`config.mk`:
```
export PLATFORM = sky130hd
export DESIGN_NAME = gpsb_mul
export DESIGN_NICKNAME = d
export VERILOG_FILES = /design/src/design/ground_pixel_to_scan_bins_macros.svh /design/src/design/gpsb_mul.sv
export SDC_FILE = /design/constraint.sdc
export NUM_CORES = 2
export LEC_CHECK = 0
export BUFFER_PORTS_ARGS = -buffer_cell sky130_fd_sc_hd__buf_2
export CORE_ASPECT_RATIO = 0.7
export CORE_UTILIZATION = 56
export CTS_CLUSTER_DIAMETER = 150
export DETAILED_ROUTE_END_ITERATION = 16
export PLACE_DENSITY_LB_ADDON = 0.15
export SLEW_MARGIN = 30
export SYNTH_ARGS = -nofsm -noshare
export SYNTH_HDL_FRONTEND = slang
export SYNTH_SLANG_ARGS = --single-unit
```
`constraint.sdc`:
```
create_clock -name clk -period 11.6 [get_ports clk]
set_clock_uncertainty 0.2 [all_clocks]
set_input_delay 1.74 -clock clk [delete_from_list [all_inputs] [get_ports clk]]
set_output_delay 1.74 -clock clk [all_outputs]
set_load 0.05 [all_outputs]
```
`src/design/ground_pixel_to_scan_bins_macros.svh`:
```
// assertion helpers for the scan bin block
`ifndef GROUND_PIXEL_TO_SCAN_BINS_MACROS_SVH
`define GROUND_PIXEL_TO_SCAN_BINS_MACROS_SVH
`ifndef SYNTHESIS
`define GPSB_ASSERT_IMP(lbl, ante, cons) \
  lbl: assert property (@(posedge clk) disable iff (rst) (ante) |-> (cons)) \
    else $error("assertion failed");
`define GPSB_ASSERT_NXT(lbl, ante, cons) \
  lbl: assert property (@(posedge clk) disable iff (rst) (ante) |=> (cons)) \
    else $error("assertion failed");
`else
`define GPSB_ASSERT_IMP(lbl, ante, cons)
`define GPSB_ASSERT_NXT(lbl, ante, cons)
`endif
`endif

```
`src/design/gpsb_mul.sv`:
```
module gpsb_mul (
  input  logic               clk,
  input  logic signed [29:0] op_a,
  input  logic signed [29:0] op_b,
  output logic signed [59:0] prod
);

  always_ff @(posedge clk) begin
    prod <= op_a * op_b;
  end

endmodule

```
After elaboration in Yosys (flattened, before gate mapping)
Cells that the tools add are included.
- output and inout port bits: 60
- word-level logic and storage cells: 2
- bits of input ports: 61
- register bits after elaboration: 60
- $mul: 1
- operators with widths (cell ; number):
    $mul 30x30->60 ; 1

Longest topological paths before layout
- word-level depth: 1
- depth in mapped cells: 29
- gate-level depth less buffers: 27

Worst setup path before layout
OpenSTA, ideal clock, no wires.
- path kind: input to register
- start: input op_b[3]
- end: register prod[59]
- stages on the path: 26
- data required time: 11.261 ns
- library setup time: 0.139 ns
- setup slack: 2.631 ns
- arrival time: 8.630 ns
- cell sequence: clkbuf_1 nand2_1 inv_1 fa_1 inv_1 fa_1 inv_1 fa_1 fa_1 inv_1 fa_1 inv_1 fa_1 inv_1 fa_1 fa_1 inv_1 ha_1 a21oi_1 nor2b_1 o21ai_0 nand2b_1 nor3_1 o311ai_4 a2111oi_2 a311oi_1
- word-level cells in the longest chain between the ends: 1
- ends and longest elaborated chain (item ; line ; source):
    from (decl) ; gpsb_mul.sv:4 ; input logic signed [29:0] op_b,
    $mul 30x30->60 ; gpsb_mul.sv:9 ; prod <= op_a * op_b;
    to (signal assigned) ; gpsb_mul.sv:9 ;
    to (decl) ; gpsb_mul.sv:5 ; output logic signed [59:0] prod
Every way passes these cells.

Worst setup path after layout
- start: input op_a[29]
- end: register prod[58]
- word-level cells in the longest chain between the ends: 1
- ends and longest elaborated chain (item ; line ; source):
    from (decl) ; gpsb_mul.sv:3 ; input logic signed [29:0] op_a,
    $mul 30x30->60 ; gpsb_mul.sv:9 ;
Every way passes these cells.

==> results.yml <==
floorplan:
  core_area_um2: 59900
  die_y_um: 208
  row_count: 75
  die_w_um: 296
  die_area_um2: 61500
  start_util_pct: 56.6
  pin_count: 121
logic_synthesis:
  synthTopCellsByArea: "fa_1 (57%), inv_1 (11%), and2_1 (7.6%)"
  synth_warnings: 0
  synth_simple_gate_area_share_pct: 15.0
  synthAdderAreaFrac_pct: 63.0
  synth_fp_nets: 4840
  synth_xor_xnor_area_share_pct: 1.65
  synthCells: 3647
  synth_top_family_by_area: "adder cells"
  avgSynthCellArea_um2: 9.29
  synthMuxAreaShare_pct: 0.0295
  yosys.area.top_type: "fa_1"
  synth_edf_count: 0
  async_flop_share_pct: 0
  synth.ff_latch_count: 60
  ys.flop_type: "dfxtp_1"
  ys_types: 66
  netlist_area_um2: 33900
  yosysTopAreaCellShare_pct: 56.6
  synth-compound-area-share_pct: 3.79
  synth_seq_area_share_pct: 3.54
cts:
  cts_hold_buffers: 0
  cts-resized-gates: 0
  cts-root-buf: "clkbuf_16"
  postCtsSetupRepairBufs: 0
  cts_sinks: 60
  h-tree-depth: 3
  clockBufferDepth: 2
  cts_tree: "built"
  clk_pin_slew_ps: 70
  cts_made_buffers: 9
detailed_routing:
  dr.pass1.iters: 6
  totalWireLength_um: 92500
  drc: 0
  drt_iter0_drc: 1766
  vias_per_cell: 5.37
  wl_per_cell_um: 20.9
  vias: 23700
  final_antenna_net_count: 0
critical_path:
  cp.required_ps: 11740
  path_cells: "buf_2 -> nand2_1 -> fa_1 -> fa_1 -> fa_1 -> fa_1 -> inv_1 -> fa_1 -> fa_1 -> fa_1 -> inv_1 -> fa_1 -> inv_1 -> ha_1 -> nand4_1 -> nor3_1 -> nand3_1 -> a21oi_1 -> nor2_2 -> o311ai_1 -> a31oi_1 -> o21bai_1 -> xor2_1"
  max_stage_delay_ps: 940
  slowest_stage: "fa_1"
  cp-start-kind: "input pin"
  crit_path_end_kind: "register"
  crit_type: "in2reg"
  cp_common_cell: "fa_1"
  arrival_ps: 10530
  path_max_fanout: 30
layout:
  reg_top3: "prod x60"
  top_register: "prod"
  layout_common_cells: "inv_1 (976), fa_1 (958), nand2_1 (497), and2_1 (412), ha_1 (174)"
  largest_register_ffs: 60
  layout.nets: 4797
  fill_cells: 5357
  drive_gt1_share_pct: 5.04
  n_antenna_cell: 0
  final_common_cell: "inv_1"
  area_delta_synth_final_pct: 3.95
sta:
  worst_slew_pin_slew_ps: 890
  final-hold-violation-count: 0
  drv_slew: 0
  tns_ps: 0
  slew_headroom_pct: 40.7
  period_minus_slack_ps: 10390
  fin_crit_sh_pct: 89.5
  setup_viol: 0
  grt_setup_unrepaired: "false"
  max_freq_ghz: 0.0963
global_route:
  antenna_found_initial: 3
  grt_pass1_vias: 25300
  grt_pass1_wl_um: 149000
  track_usage_pct: 32.6
  grt_max_degree: 31
  grt-ovfl-total: 0
run:
  cap_violations: 0
min_path:
  min_path_type: "in2reg"
placed_design:
  dp_hpwl_um: 75300
  gp_congestion: 0.933
  io_buffers: 120
run_status:
  outcome: "finished clean"
-- stage by stage --
stage / instances / worst slack [ps] / hold slack [ps] / cell area (µm²) / util [%]
2_1_floorplan: 3647 / 2630 / 1890 / 33900 / -
3_3_place_gp: 4400 / 742 / 2010 / 34900 / 58.3
3_5_place_dp: 4400 / 751 / 2010 / 34900 / 58.3
4_1_cts: 4416 / 1170 / 1780 / 35200 / 58.8
5_1_grt: 4417 / 838 / 1820 / 35200 / 58.9
6_report: 4417 / 1210 / 1820 / 35200 / 58.9
-- layout make-up --
class	instances	area [µm²]	area share [%]
multi-input combinational	2418	28300	80.4
inverter	976	3660	10.4
sequential	60	1200	3.41
tap	808	1010	2.87
timing repair buffer	139	743	2.11
clock buffer	10	239	0.678
clock inverter	6	63.8	0.181
-- critical path, delay by kind of cell --
| kind | cells | cell delay (ps) |
|---|---|---|
| adders and majority gates | 9 | 5230 |
| and+or+nand+nor | 5 | 1510 |
| AOI/OAI and AO/OA | 4 | 1240 |
| buffers and inverters | 4 | 630 |
| xor gates and xnor gates | 1 | 150 |
-- layer usage --
layer / up-vias / part of all wire, % / global-route usage [%]
met2: 1142 / 39 / 42.3
met5: - / 0.040 / 0
met4: 6 / 1.4 / 5.92
met1: 12300 / 46 / 51.7
met3: 81 / 13 / 12.2
li1: 10200 / - / -
-- cells by family after synthesis --
logic type,Yosys count
AO/OA/AOI/OAI,186
XOR/XNOR,64
adder cells (fa/ha/maj),1132
buffers and inverters,1169
flip-flops,60
multiplexers,1
AND/OR/NAND/NOR,1035
-- path summary, 6_finish.rpt --
check	endpoint	start	cells past startpoint	slack, ps
worst min-delay path	prod[0]$_DFF_P_	op_a[0]	2	1820
worst max-delay path	prod[58]$_DFF_P_	op_a[29]	23	1210
-- synth_stat cells, types with 4 or more instances --
| cell | instances |
|---|---|
| a211oi_1 | 4 |
| a21boi_0 | 4 |
| a21o_1 | 19 |
| a21oi_1 | 59 |
| a31oi_1 | 7 |
| and2_1 | 412 |
| and3_1 | 4 |
| buf_2 | 4 |
| clkbuf_1 | 186 |
| dfxtp_1 | 60 |
| fa_1 | 958 |
| ha_1 | 174 |
| inv_1 | 976 |
| nand2_1 | 497 |
| nand2b_1 | 9 |
| nand3_1 | 11 |
| nand4_1 | 10 |
| nor2_1 | 57 |
| nor2b_1 | 7 |
| nor3_1 | 14 |
| o211ai_1 | 13 |
| o21a_1 | 5 |
| o21ai_0 | 28 |
| o21bai_1 | 11 |
| o31ai_1 | 4 |
| xnor2_1 | 38 |
| xor2_1 | 26 |
Power is not shown: default switching activity piles up to over one toggle a cycle in this logic, so the estimate is an artifact.
