`src/design/ground_pixel_to_scan_bins_macros.svh`:
```
// assertion helpers for the scan bin block
`ifndef GROUND_PIXEL_TO_SCAN_BINS_MACROS_SVH
`define GROUND_PIXEL_TO_SCAN_BINS_MACROS_SVH
`ifndef SYNTHESIS
`define GPSB_ASSERT_IMP(lbl, ante, cons) \
  lbl: assert property (@(posedge clk) disable iff (rst) (ante) |-> (cons)) \
    else $error("assertion failed");
`define GPSB_ASSERT_NXT(lbl, ante, cons) \
  lbl: assert property (@(posedge clk) disable iff (rst) (ante) |=> (cons)) \
    else $error("assertion failed");
`else
`define GPSB_ASSERT_IMP(lbl, ante, cons)
`define GPSB_ASSERT_NXT(lbl, ante, cons)
`endif
`endif

```
`src/design/gpsb_isqrt.sv`:
```
module gpsb_isqrt (
  input  logic        clk,
  input  logic        load,
  input  logic        step,
  input  logic [59:0] value,
  output logic [29:0] root
);

  logic [59:0] rem;
  logic [59:0] res;
  logic [59:0] bitv;
  logic [59:0] trial;

  assign trial = res + bitv;
  assign root  = res[29:0];

  always_ff @(posedge clk) begin
    if (load) begin
      rem  <= value;
      res  <= '0;
      bitv <= 60'(1) << 58;
    end else if (step) begin
      if (rem >= trial) begin
        rem <= rem - trial;
        res <= (res >> 1) + bitv;
      end else begin
        res <= res >> 1;
      end
      bitv <= bitv >> 2;
    end
  end

endmodule

```
`config.mk`:
```
export PLATFORM = sky130hd
export DESIGN_NAME = gpsb_isqrt
export DESIGN_NICKNAME = d
export VERILOG_FILES = /design/src/design/ground_pixel_to_scan_bins_macros.svh /design/src/design/gpsb_isqrt.sv
export SDC_FILE = /design/constraint.sdc
export NUM_CORES = 1
export LEC_CHECK = 0
export BUFFER_PORTS_ARGS = -buffer_cell sky130_fd_sc_hd__buf_2
export CAP_MARGIN = 20
export CORE_AREA = 4 4 176 178
export DETAILED_ROUTE_END_ITERATION = 12
export DIE_AREA = 0 0 180 182
export PLACE_DENSITY = 0.62
export SLEW_MARGIN = 40
export SYNTH_ARGS = -nofsm -noshare
export SYNTH_HDL_FRONTEND = slang
export SYNTH_SLANG_ARGS = --single-unit
```
`constraint.sdc`:
```
create_clock -name clk -period 16.9 [get_ports clk]
set_clock_uncertainty 0.15 [all_clocks]
set_input_delay 0.845 -clock clk [delete_from_list [all_inputs] [get_ports clk]]
set_output_delay 0.845 -clock clk [all_outputs]
set_load 0.1 [all_outputs]
```
; Word-level counts from Yosys, hierarchy flattened
; Index checks and enable logic that the tools add are counted.
[word_totals]
output_inout_bits = 30
regBits = 150
wordCells = 14
input_bits = 63
[op_classes]
order_cmp = 1
n_mux = 4
reduce_logical = 3
add_sub_neg = 3
[op_table]
columns = operator, n
row1 = $mux W60, 4
row2 = $add A59 B59 Y60, 1
row3 = $add A60 B59 Y60, 1
row4 = $ge A60 B60 Y1, 1
row5 = $sub A60 B60 Y60, 1
row6 = $reduce_bool A2 Y1, 2
row7 = $reduce_and A2 Y1, 1

; Depth between registers and ports, before layout
[depth]
ltp_word = 5
ltp_mapped = 26
mapped_depth_nobuf = 23

; Least setup slack after synthesis
; No wires, ideal clock.
[synth_path]
kind = reg-to-reg
startpoint = register bitv[20]
endpoint = register rem[0], enable pin
setup_time_ns = 0.561
setup_slack_ns = 7.547
arrival_ns = 8.643
required_time_ns = 16.189
stages_incl_launch_ff = 23
synth_period_minus_slack_ns = 9.353
path_cell_list = dfxtp_1 ha_1 nand3_2 nor4_2 nand4_1 o31a_1 o221ai_2 o21bai_1 a2111o_1 a21boi_2 o21ai_1 xor2_1 ha_1 clkbuf_1 and3_1 nand4_1 nor3_1 nand3_1 nor2_1 a211oi_2 buf_4 buf_6 o21ai_0
[synth_between]
elab_chain_len = 4
[synth_rtl]
columns = item, line
row1 = start: declaration, gpsb_isqrt.sv:11  ; logic [59:0] bitv;
row2 = start signal: assignment, gpsb_isqrt.sv:21  ; bitv <= 60'(1) << 58;
row3 = start signal: assignment, gpsb_isqrt.sv:29  ; bitv <= bitv >> 2;
row4 = $add A60 B59 Y60, gpsb_isqrt.sv:14  ; assign trial = res + bitv;
row5 = $ge A60 B60 Y1, gpsb_isqrt.sv:23  ; if (rem >= trial) begin
row6 = $reduce_bool A2 Y1 (no line), n/a
row7 = $reduce_and A2 Y1 (no line), n/a
row8 = end signal: assignment, gpsb_isqrt.sv:19  ; rem <= value;
row9 = end signal: assignment, gpsb_isqrt.sv:24  ; rem <= rem - trial;
row10 = end: declaration, gpsb_isqrt.sv:9  ; logic [59:0] rem;
; Every way passes these cells.
; A chain may end at the register's enable or synchronous reset.

; Final worst setup path
[layout_path]
startpoint = register res[4]
endpoint = register rem[59], enable pin
[layout_between]
elab_chain_len = 4
[layout_rtl]
columns = item, line
row1 = start: declaration, gpsb_isqrt.sv:10  ; logic [59:0] res;
row2 = start signal: assignment, gpsb_isqrt.sv:25  ; res <= (res >> 1) + bitv;
row3 = start signal: assignment, gpsb_isqrt.sv:27  ; res <= res >> 1;
row4 = $add A60 B59 Y60, gpsb_isqrt.sv:14
row5 = $ge A60 B60 Y1, gpsb_isqrt.sv:23
row6 = $reduce_bool A2 Y1 (no line), n/a
row7 = $reduce_and A2 Y1 (no line), n/a
; Every way passes these cells.

==> results.sh <==
export IMPL_wl_per_cell_um=19.21
export IMPL_dr_pass1_iters=5
export IMPL_gp_congestion=0.9142
export IMPL_end_kind="flip-flop"
export IMPL_die_h_um=182
export IMPL_crit_path_top_delay_cell="o21ai_4"
export IMPL_tns_ns=0
export IMPL_layout_cells_non_filler=2208
export IMPL_fillers=2856
export IMPL_cts_tree="done"
export IMPL_cts_hold_buffers=0
export IMPL_setup_viol=0
export IMPL_vias=13340
export IMPL_syn_avg_cell_area_um2=7.919
export IMPL_routed_via_density=6.043
export IMPL_drive_gt1_frac=0.1051
export IMPL_htreeDepth=4
export IMPL_fin_crit_ns=7.073
export IMPL_ys_seq_area_frac=0.2518
export IMPL_synth_nets=1993
export IMPL_finalMaxSlewViolations=0
export IMPL_die_area_um2=32760
export IMPL_rsz0062_at_grt="no"
export IMPL_ys_ff_latch=150
export IMPL_cp_max_fo=58
export IMPL_clockRootBuffer="clkbuf_16"
export IMPL_insertion_delay_ns=0.44
export IMPL_gr_total_overflow=0
export IMPL_clock_sinks=150
export IMPL_ir_drop_uv=90.54
export IMPL_grt_use_total=0.2485
export IMPL_post_cts_buffers=0
export IMPL_pin_count=93
export IMPL_synthCells=1807
export IMPL_stdcell_area_um2=15340
export IMPL_netSwitchingFraction=0.4810
export IMPL_postCtsResizedCells=0
export IMPL_async_reset_ff_frac=0
export IMPL_clkSlewWorstSetupHoldPaths_ns=0.06
export IMPL_worstPathArrival_ns=7.02
export IMPL_syn_to_final_growth_pct=7.213
export IMPL_pwr_share_clk=0.161
export IMPL_power_per_cell_area_nw_per_um2=162.7
export IMPL_numPlacedInstances=2176
export IMPL_syn_area_um2=14310
export IMPL_port_buffers=92
export IMPL_yosys_warnings=0
export IMPL_slowest_delay_ns=0.53
export IMPL_grt_max_degree=80
export IMPL_crit_chain="ha_1 > nand4_1 > o21ai_1 > a31oi_1 > o31a_1 > o221ai_2 > o21bai_1 > a2111o_1 > a21boi_2 > o21ai_1 > xor2_1 > ha_1 > and3_1 > nand4_1 > nor3_1 > nand3_1 > nor2_1 > a211oi_4 > buf_4 > o21ai_4 > buf_8 > buf_4"
export IMPL_cts_buffers=17
export IMPL_clk_path_buf_depth=2
export IMPL_critical_path_required_ns=16.84
export IMPL_seqPwrFrac=0.240
export IMPL_cpLargestDelayFamily="compound AO/OA/AOI/OAI gates"
export IMPL_synthFlopType="dfxtp_1"
export IMPL_core_um2=29400
export IMPL_pre_cts_ws_ns=9.891
export IMPL_ys_types=85
export IMPL_drc=0
export IMPL_hold_violations=0
export IMPL_ant_nets=0
export IMPL_multi_input_area_um2=9945
export IMPL_timing_final_ws_setup_ns=9.827
export IMPL_start_util=0.4867
export IMPL_relSlewSlack=0.5171
export IMPL_synth_edf_count=60
export IMPL_drt_wl_total_um=42420
export IMPL_internal_power_w=0.001295
export IMPL_drt_iter0_markers=906
export IMPL_p_leak_nw=6.013
export IMPL_antenna_found_initial=0
export IMPL_worst_path_buf_inv=3
export IMPL_placementRows=63
export IMPL_fin_crit_sh=0.4185
export IMPL_hpwl_um=32420
export IMPL_worstMarginPinSlew_ns=0.7061
export IMPL_max_freq_mhz=141.4
export IMPL_critPathLaunchType="flip-flop"
export IMPL_comb_power_share=0.599
export IMPL_p_switching_w=0.001200
export IMPL_die_w_um=180
export IMPL_seq_area_um2=3603
export IMPL_final_net_count=1991
export IMPL_grt_pass1_wl_um=66580
export IMPL_grt_pass1_vias=12650
export IMPL_hp_class="flip-flop to flip-flop"
export IMPL_critical_path_class="flip-flop to flip-flop"
export IMPL_place_area_um2=14750
export IMPL_status="finished, final reports clean"
export IMPL_diodes=0
export IMPL_drv_cap=0
metrics by stage:
stage               utilization  hold slack [ns]  total power (W)
detailed placement       0.5015           0.4001         0.002079
finish                   0.5218           0.4100         0.002496
CTS                      0.5218           0.4070         0.002492
global placement         0.5006           0.3657         0.002073
floorplan                     -           0.3305         0.001758
global route             0.5218           0.4179         0.002676
worst min-delay path: stages, from the launching register on:
cell      delay [ns]
dfxtp_1         0.32
nor2_1          0.13
a311oi_2        0.06
cell usage in the layout (no fill, tap or decap), types with 16 or more instances in the layout:
| master | netlist | layout |
|---|---|---|
| inv_1 | 41 | 40 |
| o211ai_1 | 16 | 16 |
| o21a_1 | 19 | 19 |
| a211oi_1 | 39 | 39 |
| a31oi_1 | 59 | 59 |
| and3_1 | 20 | 20 |
| nand4_1 | 31 | 31 |
| clkbuf_16 | 0 | 17 |
| edfxtp_1 | 60 | 60 |
| a21o_1 | 38 | 38 |
| mux2i_1 | 33 | 33 |
| a31o_2 | 16 | 16 |
| ha_1 | 122 | 122 |
| xor2_1 | 61 | 61 |
| o21bai_1 | 28 | 28 |
| xnor2_1 | 91 | 91 |
| buf_2 | 8 | 90 |
| dfxtp_1 | 90 | 90 |
| a21oi_1 | 116 | 116 |
| nor3_1 | 40 | 40 |
| nor2b_1 | 19 | 19 |
| nand2_1 | 216 | 216 |
| nand3_1 | 38 | 38 |
| o21ai_0 | 134 | 133 |
| nor2_1 | 172 | 171 |
path summary, 6_finish.rpt:
path,start,to,slack [ns],cells after the start
hold reg to reg,res[0]$_SDFFE_PP0P_,res[0]$_SDFFE_PP0P_,0.41,2
hold / removal,res[0]$_SDFFE_PP0P_,res[0]$_SDFFE_PP0P_,0.41,2
setup / recovery,res[4]$_SDFFE_PP0P_,rem[59]$_DFFE_PP_,9.83,22
setup reg to reg,res[4]$_SDFFE_PP0P_,rem[59]$_DFFE_PP_,9.83,22
registers in the layout (all words and copies together), names as in the netlist:
name / flops
rem: 60
bitv: 30
res: 60
power by group through the flow:
| stage | clock (W) | sequential, W | combinational, W |
|---|---|---|---|
| after floorplan | 0 | 0.000562 | 0.00120 |
| after global placement | 0 | 0.000604 | 0.00147 |
| after detailed placement | 0 | 0.000604 | 0.00147 |
| after CTS | 0.000409 | 0.000598 | 0.00148 |
| after global routing | 0.000423 | 0.000609 | 0.00164 |
| final | 0.000403 | 0.000598 | 0.00149 |
synthesized netlist by cell type (all sizes together) (28+ instances only):
| cell type | number | area, µm² |
|---|---|---|
| buf | 51 | 362.8 |
| xnor2 | 91 | 797.0 |
| xor2 | 61 | 534.3 |
| nor3 | 40 | 200.2 |
| inv | 41 | 153.9 |
| a31oi | 60 | 381.6 |
| ha | 122 | 1526 |
| nor2 | 172 | 645.6 |
| a21o | 38 | 285.3 |
| nand3 | 39 | 200.2 |
| o21bai | 28 | 210.2 |
| nand2 | 216 | 810.8 |
| a211oi | 42 | 330.3 |
| clkbuf | 72 | 271.5 |
| dfxtp | 90 | 1802 |
| edfxtp | 60 | 1802 |
| mux2i | 33 | 330.3 |
| nand4 | 31 | 193.9 |
| a21oi | 119 | 621.8 |
| o21ai | 147 | 743.2 |
cell type report:
type	instances	area share
Multi-Input combinational cell	1493	0.6482
Sequential cell	150	0.2349
Timing Repair Buffer	102	0.03621
Tap cell	390	0.03181
Clock buffer	19	0.02887
Clock inverter	13	0.01003
Inverter	41	0.01003
routing by layer:
layer	share of wire	GRT usage	up-vias
met3	0.037	0.03446	51
met1	0.45	0.3094	6315
li1	-	-	6646
met5	0	0	-
met4	0.021	0.07071	0
met2	0.49	0.4490	332
cells by family (layout without fill, tap and decap cells):
group	after synthesis	count (layout)	share of synthesized area
compound gates	573	573	0.2676
flops	150	150	0.2518
mux	36	36	0.02544
fa+ha+maj	123	123	0.1081
buf+inv	164	175	0.05508
simple gates	609	609	0.1990
xor+xnor	152	152	0.09303
(Power assumes the default switching activity.)
