<file path="config.mk">
export PLATFORM = sky130hd
export DESIGN_NAME = gpsb_cordic
export DESIGN_NICKNAME = d
export VERILOG_FILES = /design/src/design/ground_pixel_to_scan_bins_macros.svh /design/src/design/gpsb_pkg.sv /design/src/design/gpsb_cordic.sv
export SDC_FILE = /design/constraint.sdc
export NUM_CORES = 1
export LEC_CHECK = 0
export ABC_AREA = 1
export BUFFER_PORTS_ARGS = -buffer_cell sky130_fd_sc_hd__buf_4
export CAP_MARGIN = 5
export CORE_UTILIZATION = 25
export DETAILED_ROUTE_END_ITERATION = 8
export HOLD_SLACK_MARGIN = 0.15
export RECOVER_POWER = 100
export SKIP_CTS_REPAIR_TIMING = 1
export SYNTH_ARGS = -nofsm -noshare
export SYNTH_HDL_FRONTEND = slang
export SYNTH_SLANG_ARGS = --single-unit
export TNS_END_PERCENT = 50
</file>
<file path="constraint.sdc">
create_clock -name clk -period 5.23 [get_ports clk]
set_clock_uncertainty 0.1 [all_clocks]
set_input_delay 0.7845 -clock clk [delete_from_list [all_inputs] [get_ports clk]]
set_output_delay 0.7845 -clock clk [all_outputs]
set_load 0.1 [all_outputs]
</file>
<file path="src/design/ground_pixel_to_scan_bins_macros.svh">
// assertion helpers for the scan bin block
`ifndef GROUND_PIXEL_TO_SCAN_BINS_MACROS_SVH
`define GROUND_PIXEL_TO_SCAN_BINS_MACROS_SVH
`ifndef SYNTHESIS
`define GPSB_ASSERT_IMP(lbl, ante, cons) \
  lbl: assert property (@(posedge clk) disable iff (rst) (ante) |-> (cons)) \
    else $error("assertion failed");
`define GPSB_ASSERT_NXT(lbl, ante, cons) \
  lbl: assert property (@(posedge clk) disable iff (rst) (ante) |=> (cons)) \
    else $error("assertion failed");
`else
`define GPSB_ASSERT_IMP(lbl, ante, cons)
`define GPSB_ASSERT_NXT(lbl, ante, cons)
`endif
`endif

</file>
<file path="src/design/gpsb_pkg.sv">
package gpsb_pkg;

  localparam int CORDIC_STEPS = 24;
  localparam int SQRT_STEPS   = 30;

  localparam logic [1:0] ACT_CLEAR = 2'd0;
  localparam logic [1:0] ACT_PIXEL = 2'd1;
  localparam logic [1:0] ACT_READ  = 2'd2;

  localparam logic [2:0] ST_DONE     = 3'd0;
  localparam logic [2:0] ST_UNMARKED = 3'd1;
  localparam logic [2:0] ST_CLOSE    = 3'd2;
  localparam logic [2:0] ST_ANGLE    = 3'd3;
  localparam logic [2:0] ST_ORIGIN   = 3'd4;

  localparam logic [2:0] REG_FORWARD_OFFSET = 3'd0;
  localparam logic [2:0] REG_ROW_STEP       = 3'd1;
  localparam logic [2:0] REG_COL_STEP       = 3'd2;
  localparam logic [2:0] REG_IMAGE_ROWS     = 3'd3;
  localparam logic [2:0] REG_IMAGE_COLS     = 3'd4;
  localparam logic [2:0] REG_MIN_RANGE      = 3'd5;
  localparam logic [2:0] REG_MAX_RANGE      = 3'd6;

  localparam logic [23:0] RST_FORWARD_OFFSET = 24'd45985;
  localparam logic [23:0] RST_ROW_STEP       = 24'd92039;
  localparam logic [23:0] RST_COL_STEP       = 24'd104975;
  localparam logic [11:0] RST_IMAGE_ROWS     = 12'd768;
  localparam logic [11:0] RST_IMAGE_COLS     = 12'd1024;
  localparam logic [23:0] RST_MIN_RANGE      = 24'd29491;
  localparam logic [23:0] RST_MAX_RANGE      = 24'd655360;

  localparam logic [24:0] ONE_METRE = 25'd65536;
  localparam logic [24:0] RANGE_SAT = 25'h1FFFFFF;
  localparam logic [7:0]  PIX_MARK  = 8'd255;

  typedef struct packed {
    logic [1:0]  action;
    logic [10:0] row;
    logic [10:0] col;
    logic [7:0]  pixel_value;
    logic [9:0]  read_bin;
  } in_t;

  typedef struct packed {
    logic [2:0]  status;
    logic [9:0]  bin;
    logic [24:0] range;
    logic        updated;
  } out_t;

  function automatic logic [23:0] arc_angle(input logic [4:0] i);
    logic [23:0] v;
    case (i)
      5'd0:  v = 24'd8388608;
      5'd1:  v = 24'd4952084;
      5'd2:  v = 24'd2616545;
      5'd3:  v = 24'd1328199;
      5'd4:  v = 24'd666677;
      5'd5:  v = 24'd333664;
      5'd6:  v = 24'd166872;
      5'd7:  v = 24'd83441;
      5'd8:  v = 24'd41721;
      5'd9:  v = 24'd20861;
      5'd10: v = 24'd10430;
      5'd11: v = 24'd5215;
      5'd12: v = 24'd2608;
      5'd13: v = 24'd1304;
      5'd14: v = 24'd652;
      5'd15: v = 24'd326;
      5'd16: v = 24'd163;
      5'd17: v = 24'd81;
      5'd18: v = 24'd41;
      5'd19: v = 24'd20;
      5'd20: v = 24'd10;
      5'd21: v = 24'd5;
      5'd22: v = 24'd3;
      5'd23: v = 24'd1;
      default: v = 24'd0;
    endcase
    return v;
  endfunction

endpackage

</file>
<file path="src/design/gpsb_cordic.sv">
module gpsb_cordic (
  input  logic               clk,
  input  logic               load,
  input  logic               step,
  input  logic [4:0]         idx,
  input  logic signed [39:0] x0,
  input  logic signed [39:0] y0,
  output logic signed [26:0] z
);

  logic signed [41:0] x;
  logic signed [41:0] y;
  logic signed [41:0] dx;
  logic signed [41:0] dy;
  logic signed [26:0] arc;

  assign dx  = y >>> idx;
  assign dy  = x >>> idx;
  assign arc = $signed({3'b000, gpsb_pkg::arc_angle(idx)});

  always_ff @(posedge clk) begin
    if (load) begin
      x <= 42'(x0);
      y <= 42'(y0);
      z <= '0;
    end else if (step) begin
      if (!y[41]) begin
        x <= x + dx;
        y <= y - dy;
        z <= z + arc;
      end else begin
        x <= x - dx;
        y <= y + dy;
        z <= z - arc;
      end
    end
  end

endmodule

</file>
# --- Word level (Yosys, flattened, before mapping) ---
# Memories as Yosys holds them, arrays and structs flattened.
# Index checks and enable logic that the tools add are counted.
totals:
  reg_bits: 111
  latch_bits: 0
  ram_bits: 0
  rom_bits: 768
  input_bits: 88
  elab_cells: 20
  mem_count: 1
memory_table:
  columns: ["memory", "depth", "word_bits", "rd", "rd_clocked_by_memory_dff", "wr", "line_no", "source"]
  rows:
  - ["(no name shown)", 32, 24, 1, 0, 0, "gpsb_pkg.sv:53", "case (i)"]
op_classes:
  n_addsub: 6
  n_mul: 0
  div_mod_pow: 0
  n_lt_le_gt_ge: 0
  eq_ne: 0
  n_shift: 2
  mux: 7
  n_bitwise: 0
  n_reduce_logical: 1
op_table:
  columns: ["op", "n"]
  rows:
  - ["2-to-1 mux 42 bit", 6]
  - ["adder 42 bit", 2]
  - [">>> shifter 42 x 5 -> 42 bit", 2]
  - ["subtractor 42 bit", 2]
  - ["adder 27 x 25 -> 27 bit", 1]
  - ["2-to-1 mux 27 bit", 1]
  - ["subtractor 27 x 25 -> 27 bit", 1]
  - ["nonzero test 2 bit", 1]

# --- Longest topological paths before layout ---
# Gate-level depths: netlist of the first run.
depth:
  ltp_word: 5
  ltp_mapped: 39
  ltp_nobuf: 37

# --- Least setup slack after synthesis of the first run ---
# OpenSTA, ideal clock, no wires.
synth_timing:
  path_kind: "input port to flip-flop"
  startpoint: "input port idx[2]"
  endpoint: "register x[29], data pin"
  t_arrival_ns: 4.571
  required_time_ns: 4.876
  slack_ns: 0.305
  path_stages: 30
  n_path_buf: 3
  path_cell_list: "buf_2 > inv_2 > buf_2 > buf_2 > nand3_1 > nand2_1 > o211ai_1 > nand2_1 > inv_1 > ha_1 > inv_1 > nor3_4 > nand3_2 > nor2_2 > nand2_2 > nand2_1 > o21ai_1 > xor2_1 > ha_1 > a21oi_1 > o21a_1 > o21bai_1 > o21bai_1 > a21oi_1 > o21ai_0 > nand2_1 > nand2_1 > or2_2 > nand3_1 > nand2_1"
synth_via:
  elab_chain_cells: 5
synth_rtl:
  columns: ["element", "line_no", "source"]
  rows:
  - ["start, declared", "gpsb_cordic.sv:5", "input logic [4:0] idx,"]
  - [">>> shifter 42 x 5 -> 42 bit *", "gpsb_cordic.sv:17", "assign dx = y >>> idx;"]
  - ["adder 42 bit / subtractor 42 bit (equally long branches)", "gpsb_cordic.sv:28, gpsb_cordic.sv:32", null]
  - ["2-to-1 mux 42 bit *", "gpsb_cordic.sv:27", "if (!y[41]) begin"]
  - ["2-to-1 mux 42 bit *", "gpsb_cordic.sv:26", "end else if (step) begin"]
  - ["2-to-1 mux 42 bit *", "gpsb_cordic.sv:22", "if (load) begin"]
  - ["end signal, assigned", "gpsb_cordic.sv:23", "x <= 42'(x0);"]
  - ["end signal, assigned", "gpsb_cordic.sv:28", "x <= x + dx;"]
  - ["end signal, assigned", "gpsb_cordic.sv:32", "x <= x - dx;"]
  - ["end, declared", "gpsb_cordic.sv:11", "logic signed [41:0] x;"]
# Every way passes the cells marked *; elsewhere a longest branch is shown, timed or not. The select of a mux whose other input is x is not followed.
# A chain may end at the register's enable or synchronous reset.

# --- Worst setup path after layout of the first run ---
layout_timing:
  startpoint: "input port idx[0]"
  endpoint: "register y[37], data pin"
layout_via:
  elab_chain_cells: 5
layout_rtl:
  columns: ["element", "line_no", "source"]
  rows:
  - [">>> shifter 42 x 5 -> 42 bit *", "gpsb_cordic.sv:18", "assign dy = x >>> idx;"]
  - ["subtractor 42 bit / adder 42 bit (equally long branches)", "gpsb_cordic.sv:29, gpsb_cordic.sv:33", null]
  - ["2-to-1 mux 42 bit *", "gpsb_cordic.sv:27", null]
  - ["2-to-1 mux 42 bit *", "gpsb_cordic.sv:26", null]
  - ["2-to-1 mux 42 bit *", "gpsb_cordic.sv:22", null]
  - ["end signal, assigned", "gpsb_cordic.sv:24", "y <= 42'(y0);"]
  - ["end signal, assigned", "gpsb_cordic.sv:29", "y <= y - dy;"]
  - ["end signal, assigned", "gpsb_cordic.sv:33", "y <= y + dy;"]
  - ["end, declared", "gpsb_cordic.sv:12", "logic signed [41:0] y;"]
# Marked as above.

==> impl_results.md, run 1 <==
- Clock transition at the registers of the reported paths: 0.08 ns
- Die X: 280 µm
- Number of detailed-routing iterations run before antenna repair: 6
- Number of buffers added by the clock tree synthesis step: 9
- Distinct cell type count after synthesis: 58
- First DRT Iteration DRCs: approximately 2,500
- Worst Path Max Fanout: 10
- Power density over the cells: roughly 750 mW/mm²
- Total leakage power: 0.0137 µW
- Final worst hold slack: about 0.41 ns
- Net total in the final layout: 4,323
- Post-placement setup slack: -0.382 ns
- Count of antenna-violating nets left after detailed routing: 0
- Share of final-layout standard cells stronger than drive strength 1: 0.235
- Chip height: 280 µm
- Cell depth of the worst flop-to-flop path: 34
- Termination of the worst setup path: y[37]$_DFFE_PP_
- Top Ports: roughly 120
- Global placement routability congestion: around 1
- Leading cell type in the layout, fill and taps excluded: sky130_fd_sc_hd__nand2_1
- Number of buffers between clock root and the deepest sink: 2
- Number of synthesized flops with an enable pin: 84
- All-Layer GR Usage: 0.210
- Final setup TNS: 0 ns
- Total DRC errors in the routed layout: 0
- Synthesized instance count: 3,458
- Commonest cells after routing, fill and taps aside: sky130_fd_sc_hd__nand2_1, sky130_fd_sc_hd__buf_4, sky130_fd_sc_hd__nand3_1, sky130_fd_sc_hd__inv_1, sky130_fd_sc_hd__nor2_1
- Reg-to-reg slack, setup: around 0.4 ns
- Minimum clock period after layout: 5.01 ns
- Number of pins exceeding their max-slew limit in the final report: 55
- Startpoint of the lowest-slack hold path: z[2]$_SDFFE_PP0P_
- Layout area overhead: 37.4%
- Cell count of the worst hold path: 2
- Final core occ: 0.349
- Start of the worst register-to-register path: y[23]$_DFFE_PP_
- Sequential element share of the synthesized area: 0.158
- Worst setup startpoint: idx[0]
- Critical path arrival: 5.09 ns
- Setup repair after global routing missed its margin: yes
- Run status: complete, but fails checks
- Synth warn: 0
- Overflow left after global routing: 0
- Hold Violations, Final: 0
- Finished Layout Cells: 5,145
- RR Endpoint: x[41]$_DFFE_PP_
- Max-cap violations: 2
- Standard cell core area: 0.0763 mm²
- DIE AREA: between 0.07 and 0.08 mm²
- Count of clock tree sinks: 111
- Primary flip-flop cell chosen by synthesis mapping: sky130_fd_sc_hd__edfxtp_1
- Instance count after placement with tap cells included: 5,111
- Starting density of the core: 0.254
- Depth of the CTS H-tree: 3
- Peak supply drop: 0.531 mV
- Mean area per synthesized cell: 5.61 µm²
- Avg Vias per Cell: 4.88
- Endpoint kind of the worst setup timing path: register
- Maximum frequency from static timing analysis: between 150 and 200 MHz
- Critical Path Source Type: primary input
- Cell seen most often among critical-path stages: sky130_fd_sc_hd__nand2_1
- Clock Tree Root: sky130_fd_sc_hd__clkbuf_16
- First-pass GRT wire length: 129,000 µm
- WL per Instance: about 16 µm
- Worst Hold Class: reg2reg
- Worst rel slew slack: -0.131
- Slew at the pin closest to its max-slew limit: 1.70 ns
- Routed Wire Length: 84,700 µm
- Number of antenna violations at the first check in global routing: 2
- Num rows: 101
- CP max-delay cell: sky130_fd_sc_hd__ha_1
- Final clock period utilization by the worst path: 0.958
- Total standard cell area after synthesis: 0.0194 mm²
- Share of async-settable or async-resettable flops after synthesis: 0
- Worst skew pair latency: 0.43 ns
- Required time at the worst-slack endpoint: about 5.3 ns
- Largest stage delay, worst path: roughly 0.33 ns
- Largest net degree at the start of global routing: 58
- Endpoints failing setup: 0
- Net count after synthesis: 3,671
- HPWL reported at the end of detailed placement: 69,700 µm
- IO Port Bufs: approximately 110
- Worst setup path class: in2reg
- N_diodes: 0
- TritonCTS clock tree: built
- Total of flip-flops plus latches after synthesis: around 110
- Via count of the first global-routing pass: ~23,000
- Overall via count from detail_route: 25,100
- Setup WS post-layout: 0.219 ns
- Violated checks: capacitance limit, slew limit
## registers in the layout, indices dropped and copies added, names as in the netlist
signal / count
x: 42
y: 42
z: 27
## how the worst min path moves through the flow
stage,slack [ns],to
finish,0.41,z[2]$_SDFFE_PP0P_
global route,0.45,z[26]$_SDFFE_PP0P_
CTS,0.41,z[2]$_SDFFE_PP0P_
detailed placement,0.40,z[2]$_SDFFE_PP0P_
global placement,0.40,z[26]$_SDFFE_PP0P_
floorplan,0.54,y[0]$_DFFE_PP_
## logic make-up (layout without fill, tap and decap cells)
group / after synthesis / after routing / synth area share
adder cells (fa/ha/maj): 125 / 125 / 0.0818
AO/OA/AOI/OAI: 456 / 456 / 0.133
AND/OR/NAND/NOR: 2192 / 2192 / 0.483
multiplexers: 1 / 1 / 0.000516
flip-flops: 111 / 111 / 0.158
buffers and inverters: 477 / 1134 / 0.101
XOR/XNOR: 96 / 96 / 0.0434
## cell usage after synthesis, types with 4 or more instances
cell,instances,share of area
sky130_fd_sc_hd__a21o_1,11,0.0043
sky130_fd_sc_hd__a21oi_1,194,0.050
sky130_fd_sc_hd__a31oi_1,14,0.0045
sky130_fd_sc_hd__and3_1,4,0.0013
sky130_fd_sc_hd__buf_1,21,0.0041
sky130_fd_sc_hd__buf_2,48,0.012
sky130_fd_sc_hd__buf_4,13,0.0050
sky130_fd_sc_hd__buf_6,8,0.0046
sky130_fd_sc_hd__clkbuf_1,40,0.0077
sky130_fd_sc_hd__clkinv_1,6,0.0012
sky130_fd_sc_hd__dfxtp_1,27,0.028
sky130_fd_sc_hd__edfxtp_1,84,0.13
sky130_fd_sc_hd__ha_1,122,0.079
sky130_fd_sc_hd__inv_1,320,0.062
sky130_fd_sc_hd__inv_2,21,0.0041
sky130_fd_sc_hd__nand2_1,1181,0.23
sky130_fd_sc_hd__nand2_2,5,0.0016
sky130_fd_sc_hd__nand3_1,571,0.15
sky130_fd_sc_hd__nand3_2,4,0.0021
sky130_fd_sc_hd__nand3b_1,4,0.0015
sky130_fd_sc_hd__nand4_1,27,0.0087
sky130_fd_sc_hd__nor2_1,283,0.055
sky130_fd_sc_hd__nor2_2,10,0.0032
sky130_fd_sc_hd__nor3_1,24,0.0062
sky130_fd_sc_hd__nor4_1,7,0.0023
sky130_fd_sc_hd__o211ai_1,13,0.0050
sky130_fd_sc_hd__o21a_1,13,0.0050
sky130_fd_sc_hd__o21ai_0,135,0.035
sky130_fd_sc_hd__o21ai_1,23,0.0059
sky130_fd_sc_hd__o21bai_1,11,0.0043
sky130_fd_sc_hd__o221a_2,4,0.0023
sky130_fd_sc_hd__o221ai_1,12,0.0054
sky130_fd_sc_hd__or2_2,61,0.020
sky130_fd_sc_hd__xnor2_1,27,0.012
sky130_fd_sc_hd__xor2_1,69,0.031
## area by class of cell
class                           count  area [µm²]
Tap cell                         1030        1290
Sequential cell                   111        3060
Fill cell                        8565       49700
Clock inverter                      6        51.3
Inverter                          347        1310
Timing Repair Buffer              771        5910
Multi-Input combinational cell   2870       14800
Clock buffer                       10         229
## routing by layer
metal | up-vias | wire length [µm] | GRT usage
met5 | - | 15 | 0
met4 | 2 | 2900 | 0.0771
met3 | 144 | 6080 | 0.0365
met2 | 924 | 37700 | 0.338
met1 | 11300 | 38100 | 0.280
li1 | 12700 | - | -
## per-stage QoR
stage | cell area, µm² | power [µW]
finish | 26600 | 19900
global route | 26600 | 21800
CTS | 26100 | 19300
detailed placement | 25800 | 18500
global placement | 25800 | 18400
floorplan | 19400 | 11100
## power breakdown
group          internal (µW)  switching [µW]  leakage [µW]  total [µW]
sequential              1560             761       0.00109        2320
clock                    335             428      0.000140         762
combinational           7610            9250        0.0124       16900
## worst max-delay path, delay by kind of cell
| family | cells | cell delay (ns) |
|---|---|---|
| buf+inv | 7 | 0.94 |
| compound gates | 5 | 0.92 |
| fa+ha+maj | 1 | 0.33 |
| xor+xnor | 1 | 0.19 |
| simple gates | 17 | 1.90 |
Power figures use the tool's default switching activity.
==> inputs of run 2 (changes only) <==
Settings changed: CORE_MARGIN set to 2, PLACE_DENSITY set to 0.48.
==> impl_results.md, run 2 (synthesis gave the netlist of run 1 again) <==
- Largest net degree at the start of global routing: 71
- TritonCTS clock tree: built
- Sum of internal, switching and leakage power: 20,300 µW
- Total leakage power: 0.0139 µW
- Commonest cells after routing, fill and taps aside: sky130_fd_sc_hd__nand2_1, sky130_fd_sc_hd__buf_4, sky130_fd_sc_hd__nand3_1, sky130_fd_sc_hd__inv_1, sky130_fd_sc_hd__nor2_1
- HPWL reported at the end of detailed placement: 73,000 µm
- Run status: finished, final reports clean
- Final clock period utilization by the worst path: 0.959
- Worst rel slew slack: 0.0147
- Startpoint of the lowest-slack hold path: z[3]$_SDFFE_PP0P_
- Depth of the CTS H-tree: 3
- Critical Path Source Type: primary input
- Layout area overhead: 39.6%
- N_diodes: 0
- Clock transition at the registers of the reported paths: 0.09 ns
- Peak supply drop: 0.488 mV
- Worst setup path class: in2reg
- Net total in the final layout: ~4,400
- Share of final-layout standard cells stronger than drive strength 1: 0.247
- Number of buffers between clock root and the deepest sink: 2
- Buffers & Inverters on Critical Path: 10
- Clock Tree Root: sky130_fd_sc_hd__clkbuf_16
- Final worst hold slack: 0.404 ns
- Total DRC errors in the routed layout: 0
- Cell class contributing the biggest share of worst-path delay: simple AND/OR/NAND/NOR gates
- Critical path arrival: between 5 and 6 ns
- Overall via count from detail_route: roughly 25,000
- WL per Instance: around 17 µm
- Slew at the pin closest to its max-slew limit: 1.48 ns
- Global placement routability congestion: 0.956
- Count of clock tree sinks: 111
- Cell depth of the worst flop-to-flop path: 31
- Routed Wire Length: 87,600 µm
- Setup repair after global routing missed its margin: yes
- Cell count of the worst hold path: 2
- Avg Vias per Cell: between 4 and 5
- Chip height: 282 µm
- Endpoints failing setup: 0
- Leading registers by flop count: x (42), y (42), z (27)
- Required time at the worst-slack endpoint: 5.29 ns
- Start of the worst register-to-register path: y[26]$_DFFE_PP_
- Number of pins exceeding their max-slew limit in the final report: 0
- Top Ports: 115
- Starting density of the core: 0.252
- CP max-delay cell: sky130_fd_sc_hd__ha_1
- Reg-to-reg slack, setup: 0.37 ns
- Number of detailed-routing iterations run before antenna repair: 5
- First DRT Iteration DRCs: 1,887
- Hold path endpoint: z[3]$_SDFFE_PP0P_
- RR Endpoint: x[40]$_DFFE_PP_
- Power density over the cells: 749 mW/mm²
- IO Port Bufs: 114
- Num rows: 102
- Maximum frequency from static timing analysis: about 200 MHz
- Count of antenna-violating nets left after detailed routing: 0
- First-pass GRT wire length: 134,000 µm
- Endpoint kind of the worst setup timing path: register
- Max-cap violations: 0
- Worst Hold Class: reg2reg
- Number of antenna violations at the first check in global routing: 0
- Overflow left after global routing: 0
- DIE AREA: 0.0798 mm²
- Hold Violations, Final: 0
- Via count of the first global-routing pass: between 20,000 and 25,000
- Minimum clock period after layout: 5.01 ns
- Final core occ: 0.351
- Leading cell type in the layout, fill and taps excluded: sky130_fd_sc_hd__nand2_1
- Number of buffers added by the clock tree synthesis step: 9
- Worst Path Max Fanout: 29
- All-Layer GR Usage: 0.218
- Largest stage delay, worst path: around 0.29 ns
- Placed cell areas: roughly 0.026 mm²
- Worst skew pair latency: 0.41 ns
- Final setup TNS: 0 ns
- Die X: 282 µm
- Standard cell core area: between 0.07 and 0.08 mm²
- Post-route cell area: 0.0271 mm²
[run 2: final cells by class]
type,instances,area [µm²]
clock buffer,11,264
clock inverter,5,45.0
fill,8798,50000
inverter,347,1310
multi-input combinational,2870,14900
sequential,111,3060
tap,1040,1300
timing repair buffer,822,6230
[run 2: worst min-delay path, stage by stage, from the launching register on]
cell and delay (ns):
sky130_fd_sc_hd__dfxtp_1 0.34, sky130_fd_sc_hd__nand3_1 0.08, sky130_fd_sc_hd__nand2_1 0.05
[run 2: stage by stage]
stage | instances | worst slack (ns)
finish | 5206 | 0.217
detailed placement | 5185 | -0.325
global route | 5206 | -0.0320
CTS | 5201 | 0.0585
floorplan | 3458 | 0.305
global placement | 5185 | -0.423
[run 2: routing by layer]
metal | GRT usage | wire length [µm]
met2 | 0.368 | 40700
met5 | 0 | 0
met3 | 0.0173 | 3670
met4 | 0.0487 | 1890
met1 | 0.300 | 41400
[run 2: worst max-delay path by stage]
stage	from	end	slack, ns	cells after the start
detailed placement	idx[2]	y[39]$_DFFE_PP_	-0.32	33
global route	idx[1]	x[29]$_DFFE_PP_	-0.03	34
global placement	idx[2]	y[39]$_DFFE_PP_	-0.42	33
CTS	idx[2]	y[39]$_DFFE_PP_	0.06	33
floorplan	idx[2]	x[29]$_DFFE_PP_	0.31	30
finish	idx[1]	x[40]$_DFFE_PP_	0.22	33
[run 2: power breakdown]
part	internal (µW)	total [µW]	switching, µW
clock	375	806	431
combinational	7730	17200	9480
sequential	1560	2260	707
total	9660	20300	10600
